<file path="config.mk">
export PLATFORM = sky130hd
export DESIGN_NAME = mddsd_ctrl
export DESIGN_NICKNAME = d
export VERILOG_FILES = /design/src/rtl/core/mddsd_pkg.sv /design/src/rtl/core/mddsd_ctrl.sv
export SDC_FILE = /design/constraint.sdc
export NUM_CORES = 1
export LEC_CHECK = 0
export BUFFER_PORTS_ARGS = -buffer_cell sky130_fd_sc_hd__buf_2
export CAP_MARGIN = 30
export CORE_AREA = 8 8 119 121
export DETAILED_ROUTE_END_ITERATION = 6
export DIE_AREA = 0 0 127 129
export HOLD_SLACK_MARGIN = 0.1
export PLACE_DENSITY = 0.76
export SLEW_MARGIN = 20
export SYNTH_ARGS = -nofsm -noshare
export SYNTH_HDL_FRONTEND = slang
export SYNTH_SLANG_ARGS = --single-unit
</file>
<file path="constraint.sdc">
create_clock -name clock -period 4.86 [get_ports clock]
set_input_delay 0 -clock clock [delete_from_list [all_inputs] [get_ports clock]]
set_output_delay 0 -clock clock [all_outputs]
set_load 0.05 [all_outputs]
</file>
<file path="src/rtl/core/mddsd_pkg.sv">
// Shared types and constants of the min differential dispersion swap descent block.
// Used by the controller, the datapath and the top level; depends on nothing.
`default_nettype none

package mddsd_pkg;

   localparam int IDX_W      = 6;
   localparam int NUM_ELEM   = 64;
   localparam int NUM_CHOSEN = 32;
   localparam int CHS_W      = 5;
   localparam int DIST_W     = 16;
   localparam int GAIN_W     = 21;
   localparam int SGN_W      = 24;
   localparam int DADDR_W    = 2 * IDX_W;

   localparam logic [1:0] KIND_DIST = 2'd0;
   localparam logic [1:0] KIND_MARK = 2'd1;
   localparam logic [1:0] KIND_RUN  = 2'd2;

   localparam logic [1:0] ST_LOCAL    = 2'd0;
   localparam logic [1:0] ST_LIMIT    = 2'd1;
   localparam logic [1:0] ST_MISMATCH = 2'd2;

   typedef enum logic [4:0] {
      OP_NONE, OP_CLEAR, OP_SCAN, OP_ERR_OUT,
      OP_G_RDE, OP_G_LATE, OP_G_RDX, OP_G_RDD, OP_G_ACC, OP_G_WR, OP_COST,
      OP_P_INIT, OP_P_RD, OP_P_LAT, OP_K_RD, OP_K_E, OP_K_G, OP_K_A,
      OP_P_EVAL, OP_P_CMP, OP_A_WR, OP_U_RD, OP_U_E, OP_U_B, OP_U_W, OP_U_GA,
      OP_E_RD, OP_E_OUT
   } dp_op_type;

   typedef struct packed {
      dp_op_type          op;
      logic               accept;
      logic [CHS_W-1:0]   ci;
      logic [IDX_W-1:0]   ui;
      logic [IDX_W-1:0]   si;
      logic               wr_ok;
      logic               first;
      logic               diff;
      logic               last;
      logic [1:0]         status;
      logic [DADDR_W-1:0] clr_addr;
   } dp_cmd_type;

   typedef struct packed {
      logic mark;
      logic found;
      logic out_free;
   } dp_stat_type;

endpackage

`default_nettype wire

</file>
<file path="src/rtl/core/mddsd_ctrl.sv">
// Controller: sequences clearing, scan, gain setup, swap passes, update and emit.
// Depends on mddsd_pkg; drives mddsd_dp by command and reads its status.
`default_nettype none

module mddsd_ctrl
   import mddsd_pkg::*;
(
   input  wire logic         clock,
   input  wire logic         reset,
   input  wire logic         req_valid,
   output logic              req_ready,
   input  wire logic [1:0]   req_kind,
   input  wire logic [6:0]   element_count,
   input  wire logic [5:0]   chosen_count,
   input  wire logic [15:0]  max_passes,
   input  wire dp_stat_type  stat,
   output dp_cmd_type        cmd
);

   typedef enum logic [4:0] {
      S_CLEAR, S_IDLE, S_SCAN, S_CHECK, S_ERR,
      S_G_RDE, S_G_LATE, S_G_RDX, S_G_RDD, S_G_ACC, S_G_WR, S_COST,
      S_P_INIT, S_P_RD, S_P_LAT, S_K_RD, S_K_E, S_K_G, S_K_A,
      S_P_EVAL, S_P_CMP, S_P_END, S_A_WR, S_U_RD, S_U_E, S_U_B, S_U_W, S_U_GA,
      S_E_RD, S_E_OUT
   } state_type;

   state_type          state_ff, state_in;
   logic [6:0]         n_ff, n_in, nc_ff, nc_in, nu_ff, nu_in;
   logic [5:0]         m_ff, m_in, i_ff, i_in, j_ff, j_in;
   logic [CHS_W-1:0]   k_ff, k_in;
   logic [15:0]        pass_ff, pass_in;
   logic [1:0]         stat_ff, stat_in;
   logic [DADDR_W-1:0] clr_ff, clr_in;
   logic               i_last_m, j_last_m, k_last_m, i_last_n, j_last_u;

   assign i_last_m = (i_ff == m_ff - 6'd1);
   assign j_last_m = (j_ff == m_ff - 6'd1);
   assign k_last_m = ({1'b0, k_ff} == m_ff - 6'd1);
   assign i_last_n = ({1'b0, i_ff} == n_ff - 7'd1);
   assign j_last_u = ({1'b0, j_ff} == nu_ff - 7'd1);

   always_comb begin
      state_in = state_ff;
      n_in     = n_ff;
      m_in     = m_ff;
      i_in     = i_ff;
      j_in     = j_ff;
      k_in     = k_ff;
      nc_in    = nc_ff;
      nu_in    = nu_ff;
      pass_in  = pass_ff;
      stat_in  = stat_ff;
      clr_in   = clr_ff;
      req_ready = 1'b0;

      cmd.op       = OP_NONE;
      cmd.accept   = 1'b0;
      cmd.ci       = i_ff[CHS_W-1:0];
      cmd.ui       = j_ff;
      cmd.si       = i_ff;
      cmd.wr_ok    = 1'b0;
      cmd.first    = (i_ff == 6'd0);
      cmd.diff     = (j_ff != i_ff);
      cmd.last     = i_last_m;
      cmd.status   = stat_ff;
      cmd.clr_addr = clr_ff;

      unique case (state_ff)
         S_CLEAR: begin
            cmd.op = OP_CLEAR;
            clr_in = clr_ff + 1'b1;
            if (&clr_ff) state_in = S_IDLE;
         end
         S_IDLE: begin
            req_ready  = 1'b1;
            cmd.accept = req_valid;
            if (req_valid && req_kind == KIND_RUN) begin
               // saturate the instance size registers into the supported range
               priority if (element_count < 7'd3) n_in = 7'd3;
               else if (element_count > 7'(NUM_ELEM)) n_in = 7'(NUM_ELEM);
               else n_in = element_count;
               priority if (chosen_count < 6'd2) m_in = 6'd2;
               else if (chosen_count > 6'(NUM_CHOSEN)) m_in = 6'(NUM_CHOSEN);
               else m_in = chosen_count;
               i_in     = '0;
               nc_in    = '0;
               nu_in    = '0;
               state_in = S_SCAN;
            end
         end
         S_SCAN: begin
            cmd.op    = OP_SCAN;
            cmd.ci    = nc_ff[CHS_W-1:0];
            cmd.ui    = nu_ff[IDX_W-1:0];
            cmd.wr_ok = (nc_ff < 7'(NUM_CHOSEN));
            if (stat.mark) nc_in = nc_ff + 7'd1;
            else nu_in = nu_ff + 7'd1;
            i_in = i_ff + 6'd1;
            if (i_last_n) state_in = S_CHECK;
         end
         S_CHECK: begin
            i_in = '0;
            if (nc_ff != {1'b0, m_ff}) state_in = S_ERR;
            else state_in = S_G_RDE;
         end
         S_ERR: begin
            cmd.op = OP_ERR_OUT;
            if (stat.out_free) state_in = S_IDLE;
         end
         S_G_RDE: begin
            cmd.op   = OP_G_RDE;
            state_in = S_G_LATE;
         end
         S_G_LATE: begin
            cmd.op   = OP_G_LATE;
            j_in     = '0;
            state_in = S_G_RDX;
         end
         S_G_RDX: begin
            cmd.op   = OP_G_RDX;
            cmd.ci   = j_ff[CHS_W-1:0];
            state_in = S_G_RDD;
         end
         S_G_RDD: begin
            cmd.op   = OP_G_RDD;
            cmd.ci   = j_ff[CHS_W-1:0];
            state_in = S_G_ACC;
         end
         S_G_ACC: begin
            cmd.op = OP_G_ACC;
            cmd.ci = j_ff[CHS_W-1:0];
            j_in   = j_ff + 6'd1;
            if (j_last_m) state_in = S_G_WR;
            else state_in = S_G_RDX;
         end
         S_G_WR: begin
            cmd.op = OP_G_WR;
            i_in   = i_ff + 6'd1;
            if (i_last_m) state_in = S_COST;
            else state_in = S_G_RDE;
         end
         S_COST: begin
            cmd.op   = OP_COST;
            pass_in  = '0;
            state_in = S_P_INIT;
         end
         S_P_INIT: begin
            cmd.op = OP_P_INIT;
            i_in   = '0;
            j_in   = '0;
            if (nu_ff == 7'd0) begin
               stat_in  = ST_LOCAL;
               state_in = S_E_RD;
            end else begin
               state_in = S_P_RD;
            end
         end
         S_P_RD: begin
            cmd.op   = OP_P_RD;
            state_in = S_P_LAT;
         end
         S_P_LAT: begin
            cmd.op   = OP_P_LAT;
            k_in     = '0;
            state_in = S_K_RD;
         end
         S_K_RD: begin
            cmd.op   = OP_K_RD;
            cmd.ci   = k_ff;
            state_in = S_K_E;
         end
         S_K_E: begin
            cmd.op   = OP_K_E;
            cmd.ci   = k_ff;
            state_in = S_K_G;
         end
         S_K_G: begin
            cmd.op   = OP_K_G;
            cmd.ci   = k_ff;
            state_in = S_K_A;
         end
         S_K_A: begin
            cmd.op = OP_K_A;
            cmd.ci = k_ff;
            k_in   = k_ff + 1'b1;
            if (k_last_m) state_in = S_P_EVAL;
            else state_in = S_K_RD;
         end
         S_P_EVAL: begin
            cmd.op   = OP_P_EVAL;
            state_in = S_P_CMP;
         end
         S_P_CMP: begin
            cmd.op = OP_P_CMP;
            // advance the add index first, then the remove index
            if (j_last_u) begin
               j_in = '0;
               if (i_last_m) state_in = S_P_END;
               else begin
                  i_in     = i_ff + 6'd1;
                  state_in = S_P_RD;
               end
            end else begin
               j_in     = j_ff + 6'd1;
               state_in = S_P_RD;
            end
         end
         S_P_END: begin
            i_in = '0;
            if (!stat.found) begin
               stat_in  = ST_LOCAL;
               state_in = S_E_RD;
            end else begin
               state_in = S_A_WR;
            end
         end
         S_A_WR: begin
            cmd.op   = OP_A_WR;
            i_in     = '0;
            state_in = S_U_RD;
         end
         S_U_RD: begin
            cmd.op   = OP_U_RD;
            state_in = S_U_E;
         end
         S_U_E: begin
            cmd.op   = OP_U_E;
            state_in = S_U_B;
         end
         S_U_B: begin
            cmd.op   = OP_U_B;
            state_in = S_U_W;
         end
         S_U_W: begin
            cmd.op = OP_U_W;
            i_in   = i_ff + 6'd1;
            if (i_last_m) state_in = S_U_GA;
            else state_in = S_U_RD;
         end
         S_U_GA: begin
            cmd.op  = OP_U_GA;
            pass_in = pass_ff + 16'd1;
            i_in    = '0;
            if (pass_ff + 16'd1 >= max_passes) begin
               stat_in  = ST_LIMIT;
               state_in = S_E_RD;
            end else begin
               state_in = S_P_INIT;
            end
         end
         S_E_RD: begin
            cmd.op   = OP_E_RD;
            state_in = S_E_OUT;
         end
         S_E_OUT: begin
            cmd.op = OP_E_OUT;
            if (stat.out_free) begin
               if (i_last_m) state_in = S_IDLE;
               else begin
                  i_in     = i_ff + 6'd1;
                  state_in = S_E_RD;
               end
            end
         end
         default: state_in = S_IDLE;
      endcase
   end

   always_ff @(posedge clock) begin
      if (reset) begin
         state_ff <= S_CLEAR;
         clr_ff   <= '0;
      end else begin
         state_ff <= state_in;
         clr_ff   <= clr_in;
      end
      n_ff    <= n_in;
      m_ff    <= m_in;
      i_ff    <= i_in;
      j_ff    <= j_in;
      k_ff    <= k_in;
      nc_ff   <= nc_in;
      nu_ff   <= nu_in;
      pass_ff <= pass_in;
      stat_ff <= stat_in;
   end

endmodule

`default_nettype wire

</file>
# Yosys cells after proc, flatten, opt, wreduce, memory -nomap -nowiden
# Index checks and enable logic that the tools add are counted.
# totals
regBits	79
output_inout_bits	42
word_cells	144
# op_classes
n_addsub	10
magnitude_cmp	6
eq_ne	48
mux	43
reduce_logical	24
# ops
cell	count
$pmux 5 s30	1
$pmux 5 s27	1
$eq 5x5->1 const B	14
$mux 5	11
$mux 6	7
$eq 5x4->1 const B	8
$pmux 16 s2	1
$pmux 6 s5	1
$mux 7	4
$pmux 7 s2	2
$ne 2x2->1 const B	11
$eq 5x3->1 const B	4
$pmux 6 s3	1
$add 16x1->16 const B	1
$ge 16x16->1	1
$mux 4	4
$pmux 5 s3	1
$add 7x1->7 const B	2
$eq 6x7->1	2
$sub 7x1->7 const B	2
$add 12x1->12 const B	1
$add 6x1->6 const B	2
$eq 6x6->1	2
$reduce_and 12->1	1
other kinds (32)	46

# Depth between registers and ports, before layout
# depth
depth_word	5
ltp_mapped	13
depth_no_buf	13

# Worst setup path before layout
# OpenSTA, ideal clock, no wires.
# synth_path
path_kind	register to register
startpoint	register pass_ff[2]
endpoint	register state_ff[4]
setup_time_ps	130
t_arrival_ps	2979
t_required_ps	4730
setup_slack_ps	1751
path_stages_with_launch	14
n_path_buf	0
period_less_slack_ps	3109
path_cell_list	edfxtp_1 and3_1 and3_1 nand4_1 or2_2 xnor2_1 ha_1 a21o_1 a21o_1 a221o_1 a221oi_1 o21ai_0 a221oi_1 a21oi_1
# synth_via
elab_chain_len	4
# synth_lines
item	line_no	text
start, declared	mddsd_ctrl.sv:32	logic [15:0] pass_ff, pass_in;
start signal, assigned	mddsd_ctrl.sv:285	pass_ff <= pass_in;
$add 16x1->16	mddsd_ctrl.sv:245	if (pass_ff + 16'd1 >= max_passes) begin
$ge 16x16->1	mddsd_ctrl.sv:245	
$mux 5	mddsd_ctrl.sv:245	
$pmux 5 s30	mddsd_ctrl.sv:69	unique case (state_ff)
end signal, assigned	mddsd_ctrl.sv:275	state_ff <= state_in;
end, declared	mddsd_ctrl.sv:28	state_type state_ff, state_in;
# Every way passes these cells.
# A chain may end at the register's enable or synchronous reset.

# Worst setup path in the final report
# Same ends and word-level chain as after synthesis.

==> results by group <==
Floorplanning
  – X dimension of the die: 127 um
  – Row count: 41
  – Full die area: 16400 um2
  – Starting utilization of the core area: 0.488
  – Height of the die: 129 um
  – Placeable core area: 12300 um2
  – # IOs: 79

Final layout
  – Post-layout nets: 809
  – Area Overhead vs Synth: 14.5%
  – Layout fillers: 1074
  – Number of antenna diodes: 0
  – Share of post-route cells with drive strength above 1: 0.151
  – Utilization after layout: 0.559

Timing
  – Max-Slew Margin vs Limit: 0.422
  – Number of hold violations in the final report: 0
  – Peak clock frequency supported by timing: 0.287 GHz
  – Shortest clock period the worst path allows after layout: 3480 ps
  – RSZ-0062 raised after global routing: no
  – Largest clock skew in the final design: 7.56 ps
  – Transition time of the tightest slew-check pin: 858 ps
  – Final number of max-transition violations: 0
  – Final cycle utilization of the critical path: 0.717
  – Post-Route Setup TNS: 0 ps
  – Number of setup violations in the final report: 0

Setup path
  – Highest cell delay on the worst timing path: 410 ps
  – Worst reg-to-reg setup slack: between 1000 and 1500 ps
  – Buffering stage count on the worst path with inverters included: 0
  – Capturing element type of the critical path: flip-flop
  – Capture point of the worst path: state_ff[4]$_SDFFE_PP0P_
  – Family with the most delay on the worst path: compound AO/OA/AOI/OAI gates
  – Sort of element at the start of the critical path: flip-flop
  – Beginning of the worst register-to-register path: pass_ff[2]$_SDFFCE_PN0P_
  – Kind of critical path: reg -> reg
  – Highest fanout seen on the critical path: 4
  – FF-to-FF path depth: 13
  – CP max stage cell: sky130_fd_sc_hd__edfxtp_1
  – Required time of the critical path: 5070 ps
  – CP Launch Point: pass_ff[2]$_SDFFCE_PN0P_
  – CP Depth: 13
  – Signal arrival time at the worst endpoint: approximately 3700 ps
  – Reg2reg end: state_ff[4]$_SDFFE_PP0P_
  – Critical path cell sequence: and3_1 > and3_1 > nand4_1 > or2_2 > xnor2_1 > ha_1 > a21o_1 > a21o_1 > a221o_1 > a221oi_1 > o21ai_0 > a221oi_1 > a21oi_1

Drt
  – Number of iterations in the first detailed-routing pass: 7
  – Antenna viol nets, final: 0
  – Total length of routed wires: roughly 15000 um
  – Number of vias per cell: between 5 and 6
  – Avg WL per Cell: 17.2 um
  – Starting DRT DRC Count: 416
  – Number of vias in the routed layout: 5217
  – DRC Markers: 0

Power and ir drop
  – LEAKAGE: 0.00288 uW
  – Areal power density over the cells: 211 nW/um2
  – Pwr Total: 1450 uW
  – Peak ir drop on the vdd network: 0.000221 V

Synth
  – Syn Area/Cell: 8.83 um2
  – Library cell occupying the most area in the post-synthesis netlist: sky130_fd_sc_hd__edfxtp_1
  – Count of different cell masters after synthesis: 66
  – Post-synthesis sequential area ratio: 0.362
  – Cells after synthesis: 680
  – Synthesis warning total: 0
  – Main area contributors after synthesis: sky130_fd_sc_hd__edfxtp_1, sky130_fd_sc_hd__xnor2_1, sky130_fd_sc_hd__dfxtp_1, sky130_fd_sc_hd__ha_1, sky130_fd_sc_hd__xor2_1
  – Post-synth ARST share: 0
  – Most frequently used flop master after synthesis: sky130_fd_sc_hd__edfxtp_1
  – Register bit count reported by yosys: 78
  – Area fraction of the dominant cell type after synthesis: 0.305
  – Most numerous cell in the Yosys netlist: sky130_fd_sc_hd__nor2_1
  – Mapped Nets: between 700 and 800
  – Number of enable-type register cells in the synthesized netlist: 61
  – Cell types with the highest counts after synthesis: sky130_fd_sc_hd__nor2_1, sky130_fd_sc_hd__edfxtp_1, sky130_fd_sc_hd__xnor2_1, sky130_fd_sc_hd__nand2_1, sky130_fd_sc_hd__inv_1
  – Cell area after technology mapping: between 6000 and 7000 um2

CTS
  – Clock edge transition at the registers on the reported setup and hold paths: 60 ps
  – H-tree depth: 3
  – Maximum buffer depth of the clock tree: 2
  – Total of cells resized after clock tree synthesis: 0
  – Post-CTS Setup Bufs: 0
  – Cell chosen for the clock root: sky130_fd_sc_hd__clkbuf_16
  – Clock tree sinks: 78
  – CTS tree: yes
  – Number of buffers added by the clock tree synthesis step: 9
  – Clock latency of the later-clocked register in the worst-skew pair: about 340 ps

Place
  – Count of buffers inserted at the top-level ports: 77
  – Global placer's final weighted congestion: 0.937
  – Detailed Place HPWL: around 11000 um

Global route
  – Number of antenna violations at the first check in global routing: 0
  – Met3 usage: 0.0455
  – Pin count of the biggest net entering global routing: 33
  – Vias in the first global route: 5072
  – First-pass GRT wire length: 25000 um
  – Global-route congestion overflow total: 0
  – Global router's overall resource usage: 0.189
  – GR met1 Demand/Resource: 0.230
  – GRT busiest layer: met2
  – Global routing met2 resource utilization: 0.320

Run status
  – Outcome: finished clean

Hold path
  – Worst min-delay path category: in -> reg

Job
  – Max-Cap Viols: 0
[flip-flops by register name, indices dropped and copies added (netlist names)]
register  cells
n_ff          7
nc_ff         7
i_ff          6
nu_ff         7
clr_ff       12
pass_ff      16
k_ff          5
state_ff      5
stat_ff       1
j_ff          6
m_ff          6
[cell families after synthesis]
logic type,synth area share
flops,0.362
buf+inv,0.0594
xor+xnor,0.147
mux,0.0100
fa+ha+maj,0.0563
compound gates,0.123
simple gates,0.242
other cells,0.000625
[how the worst min path moves through the flow]
stage / start / endpoint / slack (ps) / cells after the start
3_5_place_dp: chosen_count[5] / m_ff[5]$_SDFFCE_PP0P_ / 260 / 1
4_1_cts: stat[1] / state_ff[1]$_SDFFE_PP0P_ / 140 / 5
2_1_floorplan: chosen_count[5] / m_ff[5]$_SDFFCE_PP0P_ / 170 / 1
5_1_grt: stat[1] / state_ff[1]$_SDFFE_PP0P_ / 200 / 5
6_report: stat[1] / state_ff[1]$_SDFFE_PP0P_ / 170 / 5
3_3_place_gp: chosen_count[5] / m_ff[5]$_SDFFCE_PP0P_ / 250 / 1
[layout by cell type (no fill, tap or decap), types with 20 or more instances in the layout]
master	synthesis	routed
sky130_fd_sc_hd__a21oi_1	20	20
sky130_fd_sc_hd__and2_1	23	23
sky130_fd_sc_hd__buf_2	4	78
sky130_fd_sc_hd__edfxtp_1	61	61
sky130_fd_sc_hd__ha_1	27	27
sky130_fd_sc_hd__inv_1	40	40
sky130_fd_sc_hd__nand2_1	44	44
sky130_fd_sc_hd__nand3_1	37	37
sky130_fd_sc_hd__nor2_1	80	80
sky130_fd_sc_hd__o21ai_0	28	28
sky130_fd_sc_hd__xnor2_1	50	50
sky130_fd_sc_hd__xor2_1	36	36
[metal layers]
layer	up-vias	share of wire
met5	-	0
li1	2527	-
met3	31	0.081
met4	0	0.020
met1	2437	0.42
met2	222	0.48
[where the power goes]
part / switching [uW] / total (uW) / leakage [uW] / internal [uW]
clock: 257 / 627 / 0.000136 / 370
combinational: 60.6 / 103 / 0.00205 / 42.2
sequential: 6.84 / 723 / 0.000699 / 716
[worst register-to-register path: stages, from the launching register on]
cell,delay (ps)
sky130_fd_sc_hd__edfxtp_1,410
sky130_fd_sc_hd__and3_1,220
sky130_fd_sc_hd__and3_1,220
sky130_fd_sc_hd__nand4_1,150
sky130_fd_sc_hd__or2_2,320
sky130_fd_sc_hd__xnor2_1,200
sky130_fd_sc_hd__ha_1,280
sky130_fd_sc_hd__a21o_1,170
sky130_fd_sc_hd__a21o_1,170
sky130_fd_sc_hd__a221o_1,340
sky130_fd_sc_hd__a221oi_1,290
sky130_fd_sc_hd__o21ai_0,190
sky130_fd_sc_hd__a221oi_1,310
sky130_fd_sc_hd__a21oi_1,110
[what timing repair did]
| item | in CTS | in global routing |
|---|---|---|
| hold buffers | 17 | 0 |
| hold endpoints to repair | 28 | 0 |
| setup endpoints to repair | 0 | 0 |
[per-stage QoR]
step           worst slack (ps)  hold slack, ps  std cells  cell area, um2
6_report                   1380             168        900            6880
4_1_cts                    1360             138        899            6870
3_3_place_gp               1570             251        866            6420
2_1_floorplan              1750             167        680            6000
5_1_grt                    1060             199        900            6880
3_5_place_dp               1380             259        866            6420
[cell type report]
type / instances / area, um2 / share of cell area
clock buffer: 12 / 256 / 0.0373
clock inverter: 4 / 21.3 / 0.00309
multi-input combinational: 515 / 3490 / 0.507
sequential: 78 / 2170 / 0.316
inverter: 41 / 154 / 0.0224
timing repair buffer: 100 / 598 / 0.0870
tap: 150 / 188 / 0.0273
Power figures use the tool's default switching activity.
